--- config.mk ---
export PLATFORM = sky130hd
export DESIGN_NAME = ipv4_udp_header_strip_filter_core
export DESIGN_NICKNAME = d
export VERILOG_FILES = /design/src/design/iuhsf_pkg.sv /design/src/design/iuhsf_frame_parser.sv /design/src/design/ipv4_udp_header_strip_filter_core.sv
export SDC_FILE = /design/constraint.sdc
export NUM_CORES = 1
export LEC_CHECK = 0
export BUFFER_PORTS_ARGS = -buffer_cell sky130_fd_sc_hd__buf_2
export CAP_MARGIN = 10
export CORE_ASPECT_RATIO = 1.1
export CORE_MARGIN = 2
export CORE_UTILIZATION = 50
export CTS_BUF_LIST = sky130_fd_sc_hd__clkbuf_4 sky130_fd_sc_hd__clkbuf_8
export CTS_CLUSTER_DIAMETER = 200
export DETAILED_ROUTE_END_ITERATION = 6
export GPL_ROUTABILITY_DRIVEN = 0
export PLACE_DENSITY = 0.7
export SYNTH_ARGS = -nofsm -noshare
export SYNTH_HDL_FRONTEND = slang
export SYNTH_HIERARCHICAL = 1
export SYNTH_SLANG_ARGS = --single-unit
--- constraint.sdc ---
create_clock -name clock -period 5.9 [get_ports clock]
set_input_delay 0.295 -clock clock [delete_from_list [all_inputs] [get_ports clock]]
set_output_delay 0.295 -clock clock [all_outputs]
set_load 0.01 [all_outputs]
--- src/design/iuhsf_pkg.sv ---
// Package for the IPv4/UDP header strip filter.
// Holds the transaction payload types and the fixed protocol constants.
// No dependencies.
package iuhsf_pkg;

   localparam int unsigned BYTE_WIDTH   = 8;
   localparam int unsigned QUEUE_WIDTH  = 6;
   localparam int unsigned PLEN_WIDTH   = 14;
   localparam int unsigned ADDR_WIDTH   = 32;
   localparam int unsigned ETYPE_WIDTH  = 16;
   localparam int unsigned WORDS_WIDTH  = 4;
   localparam int unsigned HDR_WIDTH    = 7;

   localparam logic [ADDR_WIDTH-1:0]  MATCH_ADDR_RESET = 32'hC0A8_0180;
   localparam logic [ETYPE_WIDTH-1:0] ETHERTYPE_IPV4   = 16'h0800;

   localparam int unsigned ETH_LEN        = 14;
   localparam int unsigned UDP_LEN        = 8;
   localparam int unsigned MIN_IP_WORDS   = 5;
   localparam int unsigned MIN_FRAME_LEN  = 34;
   localparam int unsigned LEN_CAP        = 16383;

   // Byte offsets of the captured header fields.
   localparam int unsigned OFF_ETYPE_HI   = 12;
   localparam int unsigned OFF_ETYPE_LO   = 13;
   localparam int unsigned OFF_IHL        = 14;
   localparam int unsigned OFF_SRC_FIRST  = 26;
   localparam int unsigned OFF_SRC_LAST   = 29;

   typedef struct packed {
      logic [BYTE_WIDTH-1:0]  byte_value;
      logic                   end_of_packet;
      logic [QUEUE_WIDTH-1:0] rx_queue;
   } req_type;

   typedef struct packed {
      logic [BYTE_WIDTH-1:0]  byte_out;
      logic                   in_payload;
      logic                   frame_end;
      logic                   verdict;
      logic [QUEUE_WIDTH-1:0] queue_index;
      logic [PLEN_WIDTH-1:0]  payload_length;
   } rsp_type;

endpackage

--- src/design/iuhsf_frame_parser.sv ---
// Per-frame header capture and verdict logic of the header strip filter.
// Holds the frame state and forms one result from the staged byte.
// Depends on iuhsf_pkg.
module iuhsf_frame_parser
   import iuhsf_pkg::*;
#(
   parameter int unsigned MAX_FRAME_BYTES = 16383,
   parameter int unsigned QUEUE_COUNT     = 64
) (
   input  logic                  clock,
   input  logic                  reset,
   input  logic                  advance,
   input  req_type               item,
   input  logic [ADDR_WIDTH-1:0] match_addr,
   output rsp_type               result
);

   localparam int unsigned OFFSET_WIDTH = $clog2(MAX_FRAME_BYTES + 1);
   localparam int unsigned LEN_WIDTH    = OFFSET_WIDTH + 1;

   logic [OFFSET_WIDTH-1:0] offset_ff, offset_in;
   logic [ETYPE_WIDTH-1:0]  etype_ff, etype_in;
   logic [WORDS_WIDTH-1:0]  words_ff, words_in;
   logic [ADDR_WIDTH-1:0]   src_ff, src_in;
   logic [QUEUE_WIDTH-1:0]  queue_ff, queue_in;

   logic [HDR_WIDTH-1:0]    hdr_len;
   logic [LEN_WIDTH-1:0]    frame_len;
   logic [LEN_WIDTH-1:0]    len_diff;
   logic                    len_ok;
   logic                    accept_frame;
   logic                    last;

   assign last = item.end_of_packet;

   // Fields captured by the current byte take effect for this same byte.
   always_comb begin
      queue_in = (offset_ff == '0) ? item.rx_queue : queue_ff;
      etype_in = etype_ff;
      if (offset_ff == OFFSET_WIDTH'(OFF_ETYPE_HI)
          || offset_ff == OFFSET_WIDTH'(OFF_ETYPE_LO)) begin
         etype_in = {etype_ff[ETYPE_WIDTH-BYTE_WIDTH-1:0], item.byte_value};
      end
      words_in = (offset_ff == OFFSET_WIDTH'(OFF_IHL)) ? item.byte_value[WORDS_WIDTH-1:0]
                                                       : words_ff;
      src_in = src_ff;
      if (offset_ff >= OFFSET_WIDTH'(OFF_SRC_FIRST)
          && offset_ff <= OFFSET_WIDTH'(OFF_SRC_LAST)) begin
         src_in = {src_ff[ADDR_WIDTH-BYTE_WIDTH-1:0], item.byte_value};
      end
      if (offset_ff < OFFSET_WIDTH'(MAX_FRAME_BYTES)) begin
         offset_in = offset_ff + OFFSET_WIDTH'(1);
      end else begin
         offset_in = offset_ff;
      end
   end

   assign hdr_len   = HDR_WIDTH'(ETH_LEN + UDP_LEN) + {1'b0, words_in, 2'b00};
   assign frame_len = {1'b0, offset_ff} + LEN_WIDTH'(1);
   assign len_ok    = frame_len >= LEN_WIDTH'(hdr_len);
   assign len_diff  = frame_len - LEN_WIDTH'(hdr_len);

   assign accept_frame = (etype_in == ETHERTYPE_IPV4)
                      && (frame_len >= LEN_WIDTH'(MIN_FRAME_LEN))
                      && (src_in == match_addr)
                      && (words_in >= WORDS_WIDTH'(MIN_IP_WORDS))
                      && len_ok
                      && ({1'b0, queue_in} < (QUEUE_WIDTH + 1)'(QUEUE_COUNT));

   always_comb begin
      result                = '0;
      result.byte_out       = item.byte_value;
      result.in_payload     = offset_ff >= OFFSET_WIDTH'(hdr_len);
      result.frame_end      = last;
      if (last) begin
         result.verdict     = accept_frame;
         result.queue_index = queue_in;
         if (len_ok) begin
            if (32'(len_diff) > 32'(LEN_CAP)) begin
               result.payload_length = PLEN_WIDTH'(LEN_CAP);
            end else begin
               result.payload_length = PLEN_WIDTH'(32'(len_diff));
            end
         end
      end
   end

   always_ff @(posedge clock) begin
      if (reset) begin
         offset_ff <= '0;
         etype_ff  <= '0;
         words_ff  <= '0;
         src_ff    <= '0;
         queue_ff  <= '0;
      end else if (advance) begin
         if (last) begin
            offset_ff <= '0;
            etype_ff  <= '0;
            words_ff  <= '0;
            src_ff    <= '0;
            queue_ff  <= '0;
         end else begin
            offset_ff <= offset_in;
            etype_ff  <= etype_in;
            words_ff  <= words_in;
            src_ff    <= src_in;
            queue_ff  <= queue_in;
         end
      end
   end

endmodule

--- src/design/ipv4_udp_header_strip_filter_core.sv ---
// Top level of the IPv4/UDP header strip filter.
// Instantiates iuhsf_frame_parser; depends on iuhsf_pkg.
//
// Frame bytes enter one per transaction with a last-byte mark and the receive
// queue. Each byte is echoed with a payload mark once it lies past the
// Ethernet, IPv4 and UDP headers; on the last byte the result also carries the
// verdict (redirect when the frame is IPv4 from the match address, reset to
// MATCH_ADDR_RESET and set by csr_write_data, with complete headers and a
// queue below QUEUE_COUNT), the queue index and the saturated payload length.
// While the result side is not stalled the block takes one byte per cycle:
// each transaction is latched in an input register, judged by the parser
// logic against the running frame state and latched in the result register
// when that is free. While the result side stalls, input is still accepted until both registers are full.
module ipv4_udp_header_strip_filter_core
   import iuhsf_pkg::*;
#(
   parameter int unsigned MAX_FRAME_BYTES = 16383,
   parameter int unsigned QUEUE_COUNT     = 64
) (
   input  logic                  clock,
   input  logic                  reset,
   input  logic                  req_valid,
   output logic                  req_ready,
   input  req_type               req_payload,
   output logic                  rsp_valid,
   input  logic                  rsp_ready,
   output rsp_type               rsp_payload,
   input  logic                  csr_write_enable,
   input  logic [ADDR_WIDTH-1:0] csr_write_data
);

   logic [ADDR_WIDTH-1:0] match_addr_ff;
   req_type               stage_item_ff;
   logic                  stage_valid_ff;
   rsp_type               rsp_ff;
   logic                  rsp_valid_ff;
   rsp_type               parse_result;
   logic                  out_open;
   logic                  advance;

   assign out_open  = !rsp_valid_ff || rsp_ready;
   assign advance   = stage_valid_ff && out_open;
   assign req_ready = !stage_valid_ff || advance;

   iuhsf_frame_parser #(
      .MAX_FRAME_BYTES(MAX_FRAME_BYTES),
      .QUEUE_COUNT    (QUEUE_COUNT)
   ) u_parser (
      .clock     (clock),
      .reset     (reset),
      .advance   (advance),
      .item      (stage_item_ff),
      .match_addr(match_addr_ff),
      .result    (parse_result)
   );

   always_ff @(posedge clock) begin
      if (reset) begin
         match_addr_ff <= MATCH_ADDR_RESET;
      end else if (csr_write_enable) begin
         match_addr_ff <= csr_write_data;
      end
   end

   always_ff @(posedge clock) begin
      if (reset) begin
         stage_valid_ff <= 1'b0;
      end else if (req_ready) begin
         stage_valid_ff <= req_valid;
      end
      if (req_ready && req_valid) begin
         stage_item_ff <= req_payload;
      end
   end

   always_ff @(posedge clock) begin
      if (reset) begin
         rsp_valid_ff <= 1'b0;
      end else if (out_open) begin
         rsp_valid_ff <= stage_valid_ff;
      end
      if (advance) begin
         rsp_ff <= parse_result;
      end
   end

   assign rsp_valid   = rsp_valid_ff;
   assign rsp_payload = rsp_ff;

endmodule
==> results.sh, run 1 <==
export IMPL_status="finished clean"
export IMPL_dieArea_um2=16200
export IMPL_internal_power_mw=1.64
export IMPL_antenna_found_initial=0
export IMPL_p_leak_nw=3.29
export IMPL_pwr_share_seq_pct=53.2
export IMPL_num_rows=47
export IMPL_cp_start_kind="flip-flop"
export IMPL_grt_pass1_vias=5725
export IMPL_detail_route_iter0_violations=559
export IMPL_setup_tns_ps=0
export IMPL_clock_root_buffer="clkbuf_8"
export IMPL_rrSetupSlack_ps=1220
export IMPL_dp_cells=979
export IMPL_numCtsBuffers=17
export IMPL_via_per_inst=5.85
export IMPL_grtUsageMet3_pct=5.05
export IMPL_p_per_area_nw_per_um2=249
export IMPL_cp_cell_sequence="inv_1 > ha_1 > and3_1 > and4_1 > mux2_2 > ha_1 > xnor2_1 > ha_1 > o21a_1 > o31a_1 > and3_1 > a21boi_0 > nand4_1 > a211oi_1 > nand4_1 > a31oi_1"
export IMPL_finalClockSkew_ps=11.0
export IMPL_layout_common_cells="nor2_1, dfxtp_1, buf_2"
export IMPL_tritoncts="done"
export IMPL_min_to="match_addr_ff[8]$_SDFFE_PP1P_"
export IMPL_arrival_ps=4980
export IMPL_grt_usage_pct=22.1
export IMPL_layout_drive_gt1_share_pct=17.3
export IMPL_grtUsageMet2_pct=36.6
export IMPL_ys_ff_latch=152
export IMPL_areaGrowthSynthToFinish_pct=12.9
export IMPL_synth_edff_count=46
export IMPL_slew_headroom_pct=24.3
export IMPL_dieHeight_um=133
export IMPL_min_path_cells=2
export IMPL_final_util_pct=57.4
export IMPL_initial_core_util_pct=50.8
export IMPL_htree_levels=4
export IMPL_drt_wl_total_mm=17.7
export IMPL_rsz0062_at_grt="no"
export IMPL_vdd_drop_max_mv=0.175
export IMPL_cp_max_fo=10
export IMPL_comb_power_share_pct=6.6
export IMPL_yosys_warnings=6
export IMPL_clock_fmax_mhz=214
export IMPL_worstHoldStart="csr_write_data[8]"
export IMPL_chipWidth_um=122
export IMPL_insertion_delay_ps=460
export IMPL_setup_ws_ps=1220
export IMPL_fillers=1269
export IMPL_syn_area_um2=7590
export IMPL_r2r_cells=16
export IMPL_hp_class="input port to flip-flop"
export IMPL_cp_end_kind="flip-flop"
export IMPL_critPathSlowestCell="a21boi_0"
export IMPL_core_um2=14900
export IMPL_ioPinCount=85
export IMPL_top_usage_layer="met2"
export IMPL_p_sw_share_pct=22.9
export IMPL_fin_crit_sh_pct=79.4
export IMPL_hold_ws_ps=44.4
export IMPL_r2r_start="u_parser/offset_ff[0]$_SDFFE_PP0P_"
export IMPL_final_max_slew_viol_count=0
export IMPL_max_stage_delay_ps=550
export IMPL_ys_seq_area_share_pct=46.1
export IMPL_crit_buf_inv=1
export IMPL_first_pass_iters=7
export IMPL_grt_max_degree=107
export IMPL_final_nets=885
export IMPL_period_needed_ps=4680
export IMPL_postSynthAreaPerCell_um2=10.1
export IMPL_finalPower_mw=2.13
export IMPL_r2r_end="rsp_payload[1]$_DFFE_PP_"
export IMPL_path_delay_family="compound AO/OA/AOI/OAI gates"
export IMPL_clk_pin_slew_ps=80
export IMPL_multiInputGateArea_um2=3720
export IMPL_final_antenna_net_count=0
export IMPL_switching_power_mw=0.487
export IMPL_ys_async_sr_fraction_pct=0
export IMPL_crit_required_ps=6200
export IMPL_power_frac_clock_pct=40.2
export IMPL_pre_cts_slack_ps=1270
export IMPL_seqCellArea_um2=3500
export IMPL_synth_net_count=820
export IMPL_synth_flop_cell="dfxtp_1"
export IMPL_antenna_cells=0
export IMPL_place_area_um2=7990
export IMPL_dp_hpwl_mm=12.2
export IMPL_fin_cells=1026
export IMPL_num_vias=6002
export IMPL_fin_area_um2=8580
export IMPL_post_cts_setup_buffers=0
export IMPL_grt_pass1_wl_mm=28.5
export IMPL_layout_commonest_cell="nor2_1"
export IMPL_cts_buffer_depth=2
export IMPL_io_buffers=84
export IMPL_finalHoldViolations=0
export IMPL_wl_per_cell_um=17.3
export IMPL_route_detailed_drc=0
export IMPL_setup_viol=0
export IMPL_synthCells=752
export IMPL_cp_common_cell="ha_1"
export IMPL_tightest_slew_ps=1130
export IMPL_maxCapViolations=0
export IMPL_grt_use_met1_pct=27.8
export IMPL_netlist_cell_type_count=71
export IMPL_clkSinkCount=152
export IMPL_critical_path_class="flip-flop to flip-flop"
export IMPL_grt_ovfl_total=0
[final cells by class]
class                      instances  area share (%)
sequential                       152            40.9
clock inverter                    12            2.04
clock buffer                      20            2.99
inverter                          15           0.657
multi-input combinational        525            43.3
tap                              196            2.86
timing repair buffer             106            7.27
[state kept, by name (all words and copies together) (netlist names)]
register            flops
u_parser/etype_ff      16
u_parser/offset_ff     14
u_parser/words_ff       4
stage_item_ff          15
u_parser/src_ff        32
rsp_valid               1
match_addr_ff          32
u_parser/queue_ff       6
rsp_payload            31
stage_valid_ff          1
[worst register-to-register path, stage by stage (launching register included)]
cell	delay [ps]
dfxtp_1	410
inv_1	210
ha_1	230
and3_1	160
and4_1	510
mux2_2	460
ha_1	220
xnor2_1	250
ha_1	330
o21a_1	120
o31a_1	120
and3_1	210
a21boi_0	550
nand4_1	160
a211oi_1	240
nand4_1	150
a31oi_1	190
[power by group through the flow]
stage / logic, mW / registers, mW / clock network [mW]
floorplan: 0.0934 / 1.15 / 0
global placement: 0.127 / 1.16 / 0
detailed placement: 0.132 / 1.16 / 0
CTS: 0.138 / 1.13 / 0.874
global route: 0.153 / 1.14 / 0.923
finish: 0.140 / 1.13 / 0.857
[logic make-up after synthesis]
kind of cell	Yosys count	synth area share (%)
AO/OA/AOI/OAI	153	14.4
XOR/XNOR	54	6.23
adder cells (fa/ha/maj)	17	2.77
buffers and inverters	75	5.37
flip-flops	152	46.1
multiplexers	74	9.87
AND/OR/NAND/NOR	227	15.2
[layer usage]
layer	vias to the layer above	share of wire [%]
met5	-	0
met4	0	2.6
met2	195	49
met1	2906	43
met3	35	5.1
li1	2866	-
[cells in the mapped netlist, drive strengths merged, types with 4 or more instances]
library cell    n  area (µm²)
nor2          110         413
dfxtp         106        2120
mux2i          70         704
a22oi          56         420
edfxtp         46        1380
xnor2          43         377
buf            33         249
a21oi          27         135
clkbuf         27         103
ha             16         200
nor3           16        85.1
nor4           16         128
inv            15        56.3
nand2          13        51.3
nand3          12        60.1
nor2b          12        75.1
a211o          11        96.3
xor2           11        96.3
nand4          10        62.6
o21ai          10        50.1
a211oi          8        60.1
a32oi           6        52.6
and2            6        37.5
a21o            5        37.5
and3            5        31.3
nand2b          5        31.3
mux2            4        45.0
or4             4        30.0
[what timing repair did]
action,CTS,global route
gates resized for setup,0,0
hold buffers,12,3
hold endpoints to repair,12,3
[worst max path at each step]
stage,start,end,depth (start not counted)
2_1_floorplan,u_parser/offset_ff[0]$_SDFFE_PP0P_,rsp_payload[1]$_DFFE_PP_,17
3_3_place_gp,u_parser/offset_ff[0]$_SDFFE_PP0P_,rsp_payload[2]$_DFFE_PP_,15
3_5_place_dp,u_parser/offset_ff[0]$_SDFFE_PP0P_,rsp_payload[1]$_DFFE_PP_,16
4_1_cts,u_parser/offset_ff[0]$_SDFFE_PP0P_,rsp_payload[1]$_DFFE_PP_,16
5_1_grt,u_parser/offset_ff[0]$_SDFFE_PP0P_,rsp_payload[11]$_DFFE_PP_,15
6_report,u_parser/offset_ff[0]$_SDFFE_PP0P_,rsp_payload[1]$_DFFE_PP_,16
No activity file was read; power rests on OpenSTA's default activity.
==> run 2: changes to the inputs <==
clock period = 4.85 ns   (was 5.9 ns; I/O delays follow)
==> run 2 against run 1 <==
Net effect:
- global-route usage grew 0.21 points
- utilization grew 0.75 points
- largest power group unchanged
- first-iteration DRC count down 2.9%
- register-to-register slack lost 790 ps
- clock skew about the same
- clock-buffer cell count decreased by 1
- non-clock buffer count rose by 15
- hold slack worse by 15 ps
- cell count grew 1.5%
- worst setup slack got worse by 790 ps
==> results.sh, run 2 (synthesis results as in run 1) <==
export IMPL_status="finished clean"
export IMPL_finalPower_mw=2.52
export IMPL_arrival_ps=4720
export IMPL_clk_pin_slew_ps=90
export IMPL_antenna_found_initial=0
export IMPL_grtUsageMet2_pct=38.2
export IMPL_tightest_slew_ps=1030
export IMPL_clkSinkCount=152
export IMPL_slew_headroom_pct=30.8
export IMPL_clock_fmax_mhz=226
export IMPL_finalClockSkew_ps=10.8
export IMPL_route_detailed_drc=0
export IMPL_cp_end_kind="flip-flop"
export IMPL_p_leak_nw=3.33
export IMPL_r2r_start="u_parser/offset_ff[0]$_SDFFE_PP0P_"
export IMPL_grt_usage_pct=22.3
export IMPL_cts_buffer_depth=2
export IMPL_hold_ws_ps=29.7
export IMPL_vdd_drop_max_mv=0.209
export IMPL_setup_viol=0
export IMPL_antenna_cells=0
export IMPL_min_path_cells=3
export IMPL_grt_pass1_vias=5872
export IMPL_r2r_end="rsp_payload[2]$_DFFE_PP_"
export IMPL_crit_required_ps=5150
export IMPL_wl_per_cell_um=17.0
export IMPL_p_per_area_nw_per_um2=290
export IMPL_areaGrowthSynthToFinish_pct=14.4
export IMPL_fin_crit_sh_pct=91.1
export IMPL_drt_wl_total_mm=17.7
export IMPL_num_vias=5988
export IMPL_grt_ovfl_total=0
export IMPL_grt_pass1_wl_mm=28.7
export IMPL_min_to="match_addr_ff[1]$_SDFFE_PP0P_"
export IMPL_core_um2=14900
export IMPL_period_needed_ps=4420
export IMPL_final_max_slew_viol_count=0
export IMPL_tritoncts="done"
export IMPL_ioPinCount=85
export IMPL_top_usage_layer="met2"
export IMPL_dp_hpwl_mm=12.4
export IMPL_detail_route_iter0_violations=543
export IMPL_via_per_inst=5.75
export IMPL_finalHoldViolations=0
export IMPL_layout_common_cells="nor2_1, dfxtp_1, buf_2"
export IMPL_dieArea_um2=16200
export IMPL_rsz0062_at_grt="no"
export IMPL_cp_max_fo=10
export IMPL_initial_core_util_pct=50.8
export IMPL_setup_tns_ps=0
export IMPL_final_antenna_net_count=0
export IMPL_first_pass_iters=5
export IMPL_grt_use_met1_pct=27.6
export IMPL_maxCapViolations=0
export IMPL_hp_class="input port to flip-flop"
export IMPL_layout_drive_gt1_share_pct=17.3
export IMPL_grt_max_degree=56
export IMPL_final_nets=900
export IMPL_num_rows=47
export IMPL_insertion_delay_ps=460
export IMPL_critical_path_class="flip-flop to flip-flop"
export IMPL_clock_root_buffer="clkbuf_8"
export IMPL_grtUsageMet3_pct=4.49
export IMPL_numCtsBuffers=17
export IMPL_cp_start_kind="flip-flop"
export IMPL_htree_levels=4
export IMPL_worstHoldStart="csr_write_data[1]"
export IMPL_chipWidth_um=122
export IMPL_rrSetupSlack_ps=430
export IMPL_io_buffers=84
export IMPL_r2r_cells=16
export IMPL_dieHeight_um=133
export IMPL_layout_commonest_cell="nor2_1"
## run 2: changes by cell type in the layout (fill, tap and decap cells not counted), moves of 2 or more
cell and change:
inv_4 -2, inv_6 +2, clkinv_2 -2, buf_4 +3
dlygate4sd3_1 +12, clkinvlp_4 +2, clkbuf_4 -2, clkinv_4 +2
bufinv_16 -2
## run 2: stage by stage
stage	util [%]	instance area, µm²	setup slack, ps	instances
floorplan	-	7590	897	752
global route	58.2	8690	79.9	1041
finish	58.2	8690	431	1041
CTS	58.2	8690	332	1041
global placement	53.7	8020	524	982
detailed placement	53.7	8020	337	982
## run 2: area by class of cell
cell class | instances | area (µm²)
well taps | 196 | 245
flip-flops and latches | 152 | 3500
inverters | 15 | 56.3
clock buffers | 19 | 255
clock inverters | 13 | 146
repair buffers | 121 | 766
multi-input cells | 525 | 3720
fillers | 1270 | 6250
## run 2: report_power, final
part / leakage (nW) / total, mW / internal [mW] / switching [mW]
sequential: 1.31 / 1.38 / 1.35 / 0.0311
combinational: 1.83 / 0.181 / 0.0838 / 0.0973
clock: 0.190 / 0.962 / 0.480 / 0.483
## run 2: worst max path at each step
stage	start	depth (start not counted)	end
after global placement	u_parser/offset_ff[0]$_SDFFE_PP0P_	16	rsp_payload[2]$_DFFE_PP_
final	u_parser/offset_ff[0]$_SDFFE_PP0P_	16	rsp_payload[2]$_DFFE_PP_
after CTS	u_parser/offset_ff[0]$_SDFFE_PP0P_	16	rsp_payload[2]$_DFFE_PP_
after global routing	u_parser/offset_ff[0]$_SDFFE_PP0P_	16	rsp_payload[2]$_DFFE_PP_
after floorplan	u_parser/offset_ff[0]$_SDFFE_PP0P_	17	rsp_payload[1]$_DFFE_PP_
after detailed placement	u_parser/offset_ff[0]$_SDFFE_PP0P_	16	rsp_payload[2]$_DFFE_PP_
## run 2: timing repair
item                       in CTS  in global routing
hold buffers                   27                  0
hold endpoints to repair       27                  0
resized for setup               0                  1
setup buffers                   0                  0
setup endpoints to repair       0                  2
## run 2: per-layer routing
layer,routed length [µm],vias up
met5,0,-
met4,335,0
met3,909,28
met2,8820,213
met1,7650,2845
li1,-,2902
## run 2: worst max-delay path: stages (launching register included)
cell      delay, ps
dfxtp_1         400
inv_1           200
ha_1            210
and3_1          160
and4_1          480
mux2_2          450
ha_1            220
xnor2_1         160
ha_1            210
a21o_1          180
and2_1          190
nor4_1          230
a21boi_1        430
nand4_1         170
a211oi_1        250
nand4_1         140
a31oi_1         190
